===== src/rtl/hex_object_line_loader_assert.svh =====
// ----------------------------------------------------------------------------
// hex object line loader assertion macros
// property forms for the concurrent checks in the loader controller
// ----------------------------------------------------------------------------
`ifndef HEX_OBJECT_LINE_LOADER_ASSERT_SVH
`define HEX_OBJECT_LINE_LOADER_ASSERT_SVH

// same-cycle implication, checked outside reset
`define HOL_ASSERT_NOW(label, clk, rst, ante, cons) \
   label: assert property (@(posedge clk) disable iff (rst) (ante) |-> (cons)) \
      else $error("loader check failed");

// next-cycle implication, checked outside reset
`define HOL_ASSERT_NEXT(label, clk, rst, ante, cons) \
   label: assert property (@(posedge clk) disable iff (rst) (ante) |=> (cons)) \
      else $error("loader check failed");

`endif


===== src/rtl/hol_pkg.sv =====
// ----------------------------------------------------------------------------
// hol_pkg
// types, constants and helpers shared by the object line loader modules
// ----------------------------------------------------------------------------
package hol_pkg;

   localparam int unsigned MEM_BYTES = 4096;
   localparam int unsigned BUF_DEPTH = 10;
   localparam int unsigned ADDR_W    = 12;
   localparam int unsigned DATA_W    = 8;
   localparam int unsigned COL_W     = 5;
   localparam int unsigned CNT_W     = 4;
   localparam int unsigned IDX_W     = $clog2(BUF_DEPTH);

   localparam logic [COL_W-1:0] COL_XCHAR = 5'd1;
   localparam logic [COL_W-1:0] COL_ADDR_END = 5'd4;
   localparam logic [COL_W-1:0] COL_COLON = 5'd5;
   localparam logic [COL_W-1:0] COL_SPACE = 5'd6;
   localparam logic [COL_W-1:0] COL_DATA  = 5'd7;
   localparam logic [COL_W-1:0] COL_BAR   = 5'd28;
   localparam logic [COL_W-1:0] COL_PAST  = 5'd29;

   localparam logic [7:0] CH_ZERO  = 8'h30;
   localparam logic [7:0] CH_X     = 8'h78;
   localparam logic [7:0] CH_COLON = 8'h3A;
   localparam logic [7:0] CH_SPACE = 8'h20;
   localparam logic [7:0] CH_BAR   = 8'h7C;

   typedef enum logic [1:0] {
      KIND_WRITE  = 2'd0,
      KIND_ACCEPT = 2'd1,
      KIND_REJECT = 2'd2
   } kind_type;

   // controller to datapath
   typedef struct packed {
      logic             take_char;
      logic             load_byte;
      logic             load_status;
      logic             status_reject;
      logic             clear_line;
      logic [IDX_W-1:0] byte_index;
   } cmd_type;

   // datapath to controller
   typedef struct packed {
      logic             reject;
      logic             emit;
      logic [CNT_W-1:0] byte_count;
   } status_type;

   // {valid, nibble}
   function automatic logic [4:0] hex_decode(input logic [7:0] c);
      logic [4:0] r;
      r = 5'd0;
      if (c >= 8'h30 && c <= 8'h39) begin
         r = {1'b1, 4'(c - 8'h30)};
      end else if (c >= 8'h61 && c <= 8'h66) begin
         r = {1'b1, 4'(c - 8'h57)};
      end else if (c >= 8'h41 && c <= 8'h46) begin
         r = {1'b1, 4'(c - 8'h37)};
      end
      return r;
   endfunction

endpackage


===== src/rtl/hol_datapath.sv =====
// ----------------------------------------------------------------------------
// hol_datapath
// line parser, byte buffer, load bookkeeping and result register
// ----------------------------------------------------------------------------
module hol_datapath #(
   parameter int unsigned MEM_BYTES = hol_pkg::MEM_BYTES
) (
   input  logic                      clock,
   input  logic                      reset,
   input  logic [7:0]                char_code,
   input  hol_pkg::cmd_type          cmd,
   output hol_pkg::status_type       status,
   output hol_pkg::kind_type         out_kind,
   output logic [hol_pkg::ADDR_W-1:0] out_address,
   output logic [hol_pkg::DATA_W-1:0] out_data,
   output logic                      out_last
);

   localparam logic [hol_pkg::ADDR_W:0] MEM_LIMIT = (hol_pkg::ADDR_W+1)'(MEM_BYTES);

   logic [hol_pkg::COL_W-1:0]  column_ff, column_in;
   logic [hol_pkg::ADDR_W-1:0] line_address_ff, line_address_in;
   logic [3:0]                 high_nibble_ff, high_nibble_in;
   logic [hol_pkg::CNT_W-1:0]  byte_count_ff, byte_count_in;
   logic                       in_data_run_ff, in_data_run_in;
   logic                       all_blank_ff, all_blank_in;
   logic                       line_bad_ff, line_bad_in;
   logic [hol_pkg::ADDR_W-1:0] last_address_ff, last_address_in;
   logic                       any_loaded_ff, any_loaded_in;

   logic [hol_pkg::DATA_W-1:0] byte_buffer_ff [hol_pkg::BUF_DEPTH];

   hol_pkg::kind_type          kind_ff;
   logic [hol_pkg::ADDR_W-1:0] address_ff;
   logic [hol_pkg::DATA_W-1:0] data_ff;
   logic                       last_ff;

   logic [4:0]                 hex;
   logic                       is_hex;
   logic [hol_pkg::COL_W-1:0]  offset;
   logic                       buf_write;
   logic [hol_pkg::ADDR_W-1:0] write_address;
   logic [hol_pkg::ADDR_W:0]   line_end_sum;
   logic                       range_bad;
   logic                       order_bad;

   assign hex    = hol_pkg::hex_decode(char_code);
   assign is_hex = hex[4];
   assign offset = column_ff - hol_pkg::COL_DATA;

   always_comb begin
      column_in       = column_ff;
      line_address_in = line_address_ff;
      high_nibble_in  = high_nibble_ff;
      byte_count_in   = byte_count_ff;
      in_data_run_in  = in_data_run_ff;
      all_blank_in    = all_blank_ff;
      line_bad_in     = line_bad_ff;
      buf_write       = 1'b0;
      if (cmd.clear_line) begin
         column_in       = '0;
         line_address_in = '0;
         high_nibble_in  = '0;
         byte_count_in   = '0;
         in_data_run_in  = 1'b0;
         all_blank_in    = 1'b1;
         line_bad_in     = 1'b0;
      end else if (cmd.take_char && column_ff < hol_pkg::COL_PAST) begin
         column_in = column_ff + 1'b1;
         if (column_ff < hol_pkg::COL_BAR && char_code != hol_pkg::CH_SPACE) begin
            all_blank_in = 1'b0;
         end
         if (column_ff == '0) begin
            if (char_code != hol_pkg::CH_ZERO) line_bad_in = 1'b1;
         end else if (column_ff == hol_pkg::COL_XCHAR) begin
            if (char_code != hol_pkg::CH_X) line_bad_in = 1'b1;
         end else if (column_ff <= hol_pkg::COL_ADDR_END) begin
            if (!is_hex) line_bad_in = 1'b1;
            else line_address_in = {line_address_ff[hol_pkg::ADDR_W-5:0], hex[3:0]};
         end else if (column_ff == hol_pkg::COL_COLON) begin
            if (char_code != hol_pkg::CH_COLON) line_bad_in = 1'b1;
         end else if (column_ff == hol_pkg::COL_SPACE) begin
            if (char_code != hol_pkg::CH_SPACE) line_bad_in = 1'b1;
            in_data_run_in = 1'b1;
         end else if (in_data_run_ff && is_hex && column_ff < hol_pkg::COL_BAR) begin
            if (!offset[0]) begin
               high_nibble_in = hex[3:0];
            end else if (byte_count_ff < hol_pkg::CNT_W'(hol_pkg::BUF_DEPTH)) begin
               buf_write     = 1'b1;
               byte_count_in = byte_count_ff + 1'b1;
            end
         end else begin
            // data run ends: a dangling high digit spoils the line
            if (in_data_run_ff) begin
               in_data_run_in = 1'b0;
               if (offset[0]) line_bad_in = 1'b1;
            end
            if (column_ff < hol_pkg::COL_BAR) begin
               if (char_code != hol_pkg::CH_SPACE) line_bad_in = 1'b1;
            end else if (char_code != hol_pkg::CH_BAR) begin
               line_bad_in  = 1'b1;
               all_blank_in = 1'b0;
            end
         end
      end
   end

   // line verdict, read by the controller when the line end is taken
   assign line_end_sum = {1'b0, line_address_ff} + (hol_pkg::ADDR_W+1)'(byte_count_ff);
   assign range_bad    = line_end_sum > MEM_LIMIT;
   assign order_bad    = any_loaded_ff && (line_address_ff <= last_address_ff);

   always_comb begin
      status.reject     = (column_ff < hol_pkg::COL_PAST) ||
                          (!all_blank_ff && (line_bad_ff || order_bad || range_bad));
      status.emit       = !status.reject && !all_blank_ff && (byte_count_ff != '0);
      status.byte_count = byte_count_ff;
   end

   assign write_address = line_address_ff + hol_pkg::ADDR_W'(cmd.byte_index);

   always_comb begin
      last_address_in = last_address_ff;
      any_loaded_in   = any_loaded_ff;
      if (cmd.load_byte) begin
         last_address_in = write_address;
         any_loaded_in   = 1'b1;
      end
   end

   always_ff @(posedge clock) begin
      if (reset) begin
         column_ff       <= '0;
         line_address_ff <= '0;
         high_nibble_ff  <= '0;
         byte_count_ff   <= '0;
         in_data_run_ff  <= 1'b0;
         all_blank_ff    <= 1'b1;
         line_bad_ff     <= 1'b0;
         last_address_ff <= '0;
         any_loaded_ff   <= 1'b0;
      end else begin
         column_ff       <= column_in;
         line_address_ff <= line_address_in;
         high_nibble_ff  <= high_nibble_in;
         byte_count_ff   <= byte_count_in;
         in_data_run_ff  <= in_data_run_in;
         all_blank_ff    <= all_blank_in;
         line_bad_ff     <= line_bad_in;
         last_address_ff <= last_address_in;
         any_loaded_ff   <= any_loaded_in;
      end
   end

   always_ff @(posedge clock) begin
      if (buf_write) begin
         byte_buffer_ff[byte_count_ff] <= {high_nibble_ff, hex[3:0]};
      end
   end

   // result register payload
   always_ff @(posedge clock) begin
      if (cmd.load_byte) begin
         kind_ff    <= hol_pkg::KIND_WRITE;
         address_ff <= write_address;
         data_ff    <= byte_buffer_ff[cmd.byte_index];
         last_ff    <= 1'b0;
      end else if (cmd.load_status) begin
         kind_ff    <= cmd.status_reject ? hol_pkg::KIND_REJECT : hol_pkg::KIND_ACCEPT;
         address_ff <= '0;
         data_ff    <= '0;
         last_ff    <= 1'b1;
      end
   end

   assign out_kind    = kind_ff;
   assign out_address = address_ff;
   assign out_data    = data_ff;
   assign out_last    = last_ff;

endmodule


===== src/rtl/hol_ctrl.sv =====
// ----------------------------------------------------------------------------
// hol_ctrl
// sequencer: character intake, byte drain, line status and halt
// ----------------------------------------------------------------------------
`include "hex_object_line_loader_assert.svh"

module hol_ctrl (
   input  logic                clock,
   input  logic                reset,
   input  logic                req_tvalid,
   output logic                req_tready,
   input  logic                req_tlast,
   output logic                rsp_tvalid,
   input  logic                rsp_tready,
   input  hol_pkg::status_type status,
   output hol_pkg::cmd_type    cmd
);

   typedef enum logic [3:0] {
      ST_RUN    = 4'b0001,
      ST_DRAIN  = 4'b0010,
      ST_STATUS = 4'b0100,
      ST_HALT   = 4'b1000
   } state_type;

   state_type                 state_ff, state_in;
   logic [hol_pkg::IDX_W-1:0] byte_index_ff, byte_index_in;
   logic                      reject_ff, reject_in;
   logic                      rsp_valid_ff, rsp_valid_in;
   logic                      out_free;
   logic                      req_accept;
   logic [hol_pkg::CNT_W-1:0] drain_last;

   assign out_free   = !rsp_valid_ff || rsp_tready;
   assign req_tready = (state_ff == ST_RUN) || (state_ff == ST_HALT);
   assign req_accept = req_tvalid && req_tready;
   assign drain_last = status.byte_count - 1'b1;

   always_comb begin
      state_in          = state_ff;
      byte_index_in     = byte_index_ff;
      reject_in         = reject_ff;
      cmd.take_char     = 1'b0;
      cmd.load_byte     = 1'b0;
      cmd.load_status   = 1'b0;
      cmd.status_reject = reject_ff;
      cmd.clear_line    = 1'b0;
      cmd.byte_index    = byte_index_ff;
      unique case (state_ff)
         ST_RUN: begin
            if (req_accept) begin
               if (!req_tlast) begin
                  cmd.take_char = 1'b1;
               end else begin
                  reject_in     = status.reject;
                  byte_index_in = '0;
                  state_in      = status.emit ? ST_DRAIN : ST_STATUS;
               end
            end
         end
         ST_DRAIN: begin
            if (out_free) begin
               cmd.load_byte = 1'b1;
               byte_index_in = byte_index_ff + 1'b1;
               if (hol_pkg::CNT_W'(byte_index_ff) == drain_last) state_in = ST_STATUS;
            end
         end
         ST_STATUS: begin
            if (out_free) begin
               cmd.load_status = 1'b1;
               cmd.clear_line  = 1'b1;
               state_in        = reject_ff ? ST_HALT : ST_RUN;
            end
         end
         ST_HALT: begin
            // items are taken and dropped until reset
         end
         default: begin
            state_in = ST_HALT;
         end
      endcase
   end

   always_comb begin
      rsp_valid_in = rsp_valid_ff;
      if (cmd.load_byte || cmd.load_status) rsp_valid_in = 1'b1;
      else if (rsp_tready) rsp_valid_in = 1'b0;
   end

   always_ff @(posedge clock) begin
      if (reset) begin
         state_ff      <= ST_RUN;
         byte_index_ff <= '0;
         reject_ff     <= 1'b0;
         rsp_valid_ff  <= 1'b0;
      end else begin
         state_ff      <= state_in;
         byte_index_ff <= byte_index_in;
         reject_ff     <= reject_in;
         rsp_valid_ff  <= rsp_valid_in;
      end
   end

   assign rsp_tvalid = rsp_valid_ff;

   `HOL_ASSERT_NOW(a_drain_in_range, clock, reset, state_ff == ST_DRAIN,
      hol_pkg::CNT_W'(byte_index_ff) < status.byte_count)
   `HOL_ASSERT_NEXT(a_reject_halts, clock, reset, cmd.load_status && reject_ff,
      state_ff == ST_HALT)
   `HOL_ASSERT_NEXT(a_halt_sticks, clock, reset, state_ff == ST_HALT,
      state_ff == ST_HALT && !cmd.load_byte && !cmd.load_status)
   `HOL_ASSERT_NEXT(a_line_end_leaves_run, clock, reset,
      state_ff == ST_RUN && req_accept && req_tlast, state_ff != ST_RUN)
   `HOL_ASSERT_NOW(a_no_load_over_stall, clock, reset,
      rsp_valid_ff && !rsp_tready, !cmd.load_byte && !cmd.load_status)

endmodule


===== src/rtl/hex_object_line_loader.sv =====
// ----------------------------------------------------------------------------
// hex_object_line_loader
// checks fixed-column object-file text lines and turns them into byte writes
// ----------------------------------------------------------------------------
// Characters are taken one per cycle; an item with tlast set ends the line and
// carries no character. After a line end the block stops taking input while
// it emits one byte write per buffered data byte, none for a rejected line,
// and then a line status, one result per cycle from a single result register
// while the result side does not stall, so after a line end the input is held
// off until the status is loaded. The next line's first character can follow
// in the cycle after the status is loaded. A rejected line halts the block: it
// keeps taking and dropping items with no results until reset.
module hex_object_line_loader #(
   parameter int unsigned MEM_BYTES = hol_pkg::MEM_BYTES
) (
   input  logic        clock,
   input  logic        reset,
   input  logic        req_tvalid,
   output logic        req_tready,
   input  logic [7:0]  req_tdata,   // [7:0] char_code
   input  logic        req_tlast,   // line_end
   output logic        rsp_tvalid,
   input  logic        rsp_tready,
   output logic [23:0] rsp_tdata,   // [11:0] address, [19:12] data, [23:20] zero
   output logic [1:0]  rsp_tuser,   // [1:0] kind
   output logic        rsp_tlast    // last
);

   hol_pkg::cmd_type           cmd;
   hol_pkg::status_type        status;
   hol_pkg::kind_type          out_kind;
   logic [hol_pkg::ADDR_W-1:0] out_address;
   logic [hol_pkg::DATA_W-1:0] out_data;
   logic                       out_last;

   hol_ctrl u_ctrl (
      .clock      (clock),
      .reset      (reset),
      .req_tvalid (req_tvalid),
      .req_tready (req_tready),
      .req_tlast  (req_tlast),
      .rsp_tvalid (rsp_tvalid),
      .rsp_tready (rsp_tready),
      .status     (status),
      .cmd        (cmd)
   );

   hol_datapath #(
      .MEM_BYTES (MEM_BYTES)
   ) u_datapath (
      .clock       (clock),
      .reset       (reset),
      .char_code   (req_tdata),
      .cmd         (cmd),
      .status      (status),
      .out_kind    (out_kind),
      .out_address (out_address),
      .out_data    (out_data),
      .out_last    (out_last)
   );

   assign rsp_tdata = {4'b0000, out_data, out_address};
   assign rsp_tuser = out_kind;
   assign rsp_tlast = out_last;

endmodule

===== config.mk =====
export PLATFORM = sky130hd
export DESIGN_NAME = hex_object_line_loader
export DESIGN_NICKNAME = d
export VERILOG_FILES = /design/src/rtl/hol_pkg.sv /design/src/rtl/hol_datapath.sv /design/src/rtl/hol_ctrl.sv /design/src/rtl/hex_object_line_loader.sv
export VERILOG_INCLUDE_DIRS = /design/src /design/src/rtl
export SDC_FILE = /design/constraint.sdc
export NUM_CORES = 1
export LEC_CHECK = 0
export BUFFER_PORTS_ARGS = -buffer_cell sky130_fd_sc_hd__buf_4
export CAP_MARGIN = 20
export CELL_PAD_IN_SITES_DETAIL_PLACEMENT = 1
export CELL_PAD_IN_SITES_GLOBAL_PLACEMENT = 1
export CORE_MARGIN = 5
export CORE_UTILIZATION = 50
export CTS_BUF_LIST = sky130_fd_sc_hd__clkbuf_8
export CTS_CLUSTER_DIAMETER = 40
export DETAILED_ROUTE_END_ITERATION = 7
export GPL_ROUTABILITY_DRIVEN = 0
export PLACE_DENSITY_LB_ADDON = 0.1
export SKIP_CTS_REPAIR_TIMING = 1
export SLEW_MARGIN = 20
export SYNTH_ARGS = -nofsm -noshare
export SYNTH_HDL_FRONTEND = slang
export SYNTH_HIERARCHICAL = 1
export SYNTH_SLANG_ARGS = --single-unit

===== constraint.sdc =====
create_clock -name clock -period 8.06 [get_ports clock]
set_input_delay 0.806 -clock clock [delete_from_list [all_inputs] [get_ports clock]]
set_output_delay 0.806 -clock clock [all_outputs]
set_load 0.05 [all_outputs]

==> out/results.txt <==
Status = finished, final reports clean
MaxCap Viol Count = 0
Least-Margin Pin Slew = 1027 ps
Root buf cell = clkbuf_8
Area occupied by multi-input gates = 3040 µm²
WS Path Type = register to register
Vias per inst = 5.756
Critical Path RT = 8140 ps
Crit. End Element = register
First-pass GRT wire length = 27,650 µm
Max Slew Vio Count = 0
Violation count after the first detailed-route iteration = 328
Core region area = 14,480 µm²
Layout Nets = 677
R2r startpoint = u_ctrl/state_ff[3]
Initial Util = 0.5086
Die Ht = 131.4 µm
Cell area after layout = 8203 µm²
Post-synth EDFFs = 100
Most common cell after layout, fill and taps aside = edfxtp_1
GRT Residual Overflow = 0
Commonest register cell after synthesis = edfxtp_1
Clock Pin Slew Worst Setup and Hold Paths = 80 ps
CTS tree = done
WL/cell = 20.78 µm
Commonest cells after routing, fill and taps aside = edfxtp_1 (100), nor2_1 (76), dfxtp_1 (53)
H-tree lvl count = 4
Hold WC Path Type = register to register
Slew Limit Headroom = 0.3155
Beginning of the critical path = u_ctrl/state_ff[3]
Maximum vdd drop = 0.0001179 V
Final Critical Period = 3446 ps
Total Power = 1.728 mW
Pleak = 2.908 nW
Routed WL = 17,140 µm
Register Area = 4085 µm²
PortBufs = 37
DRC viols = 0
DR pass1 iterations = 4
Crit path launch type = register
YS warnings = 6
Final period util = 0.4276
Antenna violations before repair = 0
Placement Cell Area = 7760 µm²
Synth Instances = 595
GRT Util Overall = 0.2029
Layout cell share with drive strength beyond 1 = 0.1669
Post-route ant nets = 0
Vias in the first global route = 4,964
RSZ-0062 raised after global routing = false
Area of the mapped netlist = 7365 µm²
Pin count of the biggest net entering global routing = 31
Final HPWL DP = 12,170 µm
Rows = 44
Setup violators final = 0
CP arrival = 3530 ps
Layout area overhead = 11.38%
Final TNS setup = 0 ps
Fin. Hold Viols = 0
Layout fillers = 1,489
Die area = 17,260 µm²
Synthesized area per cell = 12.38 µm²
F_max = 290.2 MHz
# diodes = 0
Final clock skew = 13.48 ps
CP max FO = 8
Post-synth cell types = 69
DR vias = 4,749
Num CTS Buffers = 17
I/O Pins = 42
FF+latch count, synth = 154
Clock buffer depth = 2
Hold Crit Start = u_datapath/out_last
Min Hold Slack = 482.5 ps
Num Clock Sinks = 154
Post-synthesis async set-or-reset flop share = 0
Pwr/cell area = 210.6 nW/µm²
Die width = 131.4 µm
Register area share after synthesis = 0.5545
Clk Latency, worst-skew pair = 450 ps
==> logic make-up (layout without fill, tap and decap cells) <==
logic type      after synthesis  in the layout  share of synthesized area
compound gates               87             87                    0.09141
xor+xnor                     24             24                    0.02854
fa+ha+maj                    36             36                    0.06320
buf+inv                      59            102                    0.03602
flops                       154            154                     0.5545
mux                          43             43                    0.08563
other cells                   1              4                  0.0005092
simple gates                191            191                     0.1402
==> state kept, by name, indices dropped and copies added, names as in the netlist, 2 cells and up <==
name and flops:
u_ctrl/byte_index_ff 4, u_datapath/line_address_ff 12, u_datapath/out_address 12, u_datapath/column_ff 5, u_datapath/out_data 8, u_datapath/high_nibble_ff 4
u_datapath/last_address_ff 12, u_ctrl/state_ff 4, u_datapath/byte_buffer_ff 80, u_datapath/byte_count_ff 4, u_datapath/out_kind 2
==> worst max-delay path, stage by stage, from the launching register on <==
cell      delay, ps
dfxtp_1         350
or4b_1          620
nor3b_1         440
and2_1          440
and3_1          320
nand4b_1        240
nor2_1          670
==> synth_stat cells (9+ instances only) <==
master	number	area, µm²
edfxtp_1	100	3003
nor2_1	76	285.3
dfxtp_1	54	1081
ha_1	34	425.4
inv_1	28	105.1
mux2i_1	27	270.3
a211oi_1	25	187.7
nand2_1	22	82.58
a21oi_1	18	90.09
clkbuf_1	16	60.06
mux4_2	16	360.4
nor3_1	13	65.06
xor2_1	13	113.9
and2_1	11	68.82
xnor2_1	11	96.34
nand4_1	10	62.56
nor2b_1	9	56.30
==> final cells by class <==
type | count | share of cell area
flip-flops and latches | 154 | 0.4980
well taps | 184 | 0.02807
repair buffers | 42 | 0.03844
multi-input cells | 385 | 0.3707
inverters | 28 | 0.01281
clock buffers | 19 | 0.03188
clock inverters | 13 | 0.02013
==> per-layer routing <==
metal | GRT usage | part of all wire
met2 | 0.3299 | 0.49
met5 | 0 | 0
met4 | 0.05943 | 0.012
met3 | 0.04052 | 0.037
met1 | 0.2781 | 0.47
==> power breakdown <==
group | leakage [nW] | internal, mW | switching (mW)
sequential | 1.35 | 0.862 | 0.0184
clock | 0.210 | 0.325 | 0.294
combinational | 1.34 | 0.0696 | 0.158
==> metrics by stage <==
| stage | utilization | setup slack (ps) | instances |
|---|---|---|---|
| 6_report | 0.5665 | 4614 | 825 |
| 3_5_place_dp | 0.5359 | 4639 | 792 |
| 3_3_place_gp | 0.5359 | 4766 | 792 |
| 2_1_floorplan | - | 5271 | 598 |
| 5_1_grt | 0.5665 | 4400 | 825 |
| 4_1_cts | 0.5654 | 4622 | 824 |
==> final timing paths <==
check / to / slack, ps / cells after the start
max: u_datapath/byte_buffer_ff[9][6] / 4610 / 6
min: u_datapath/out_last / 480 / 2
max reg2reg: u_datapath/byte_buffer_ff[9][6] / 4610 / 6
min reg2reg: u_datapath/out_last / 480 / 2
No activity file was read; power rests on OpenSTA's default activity.
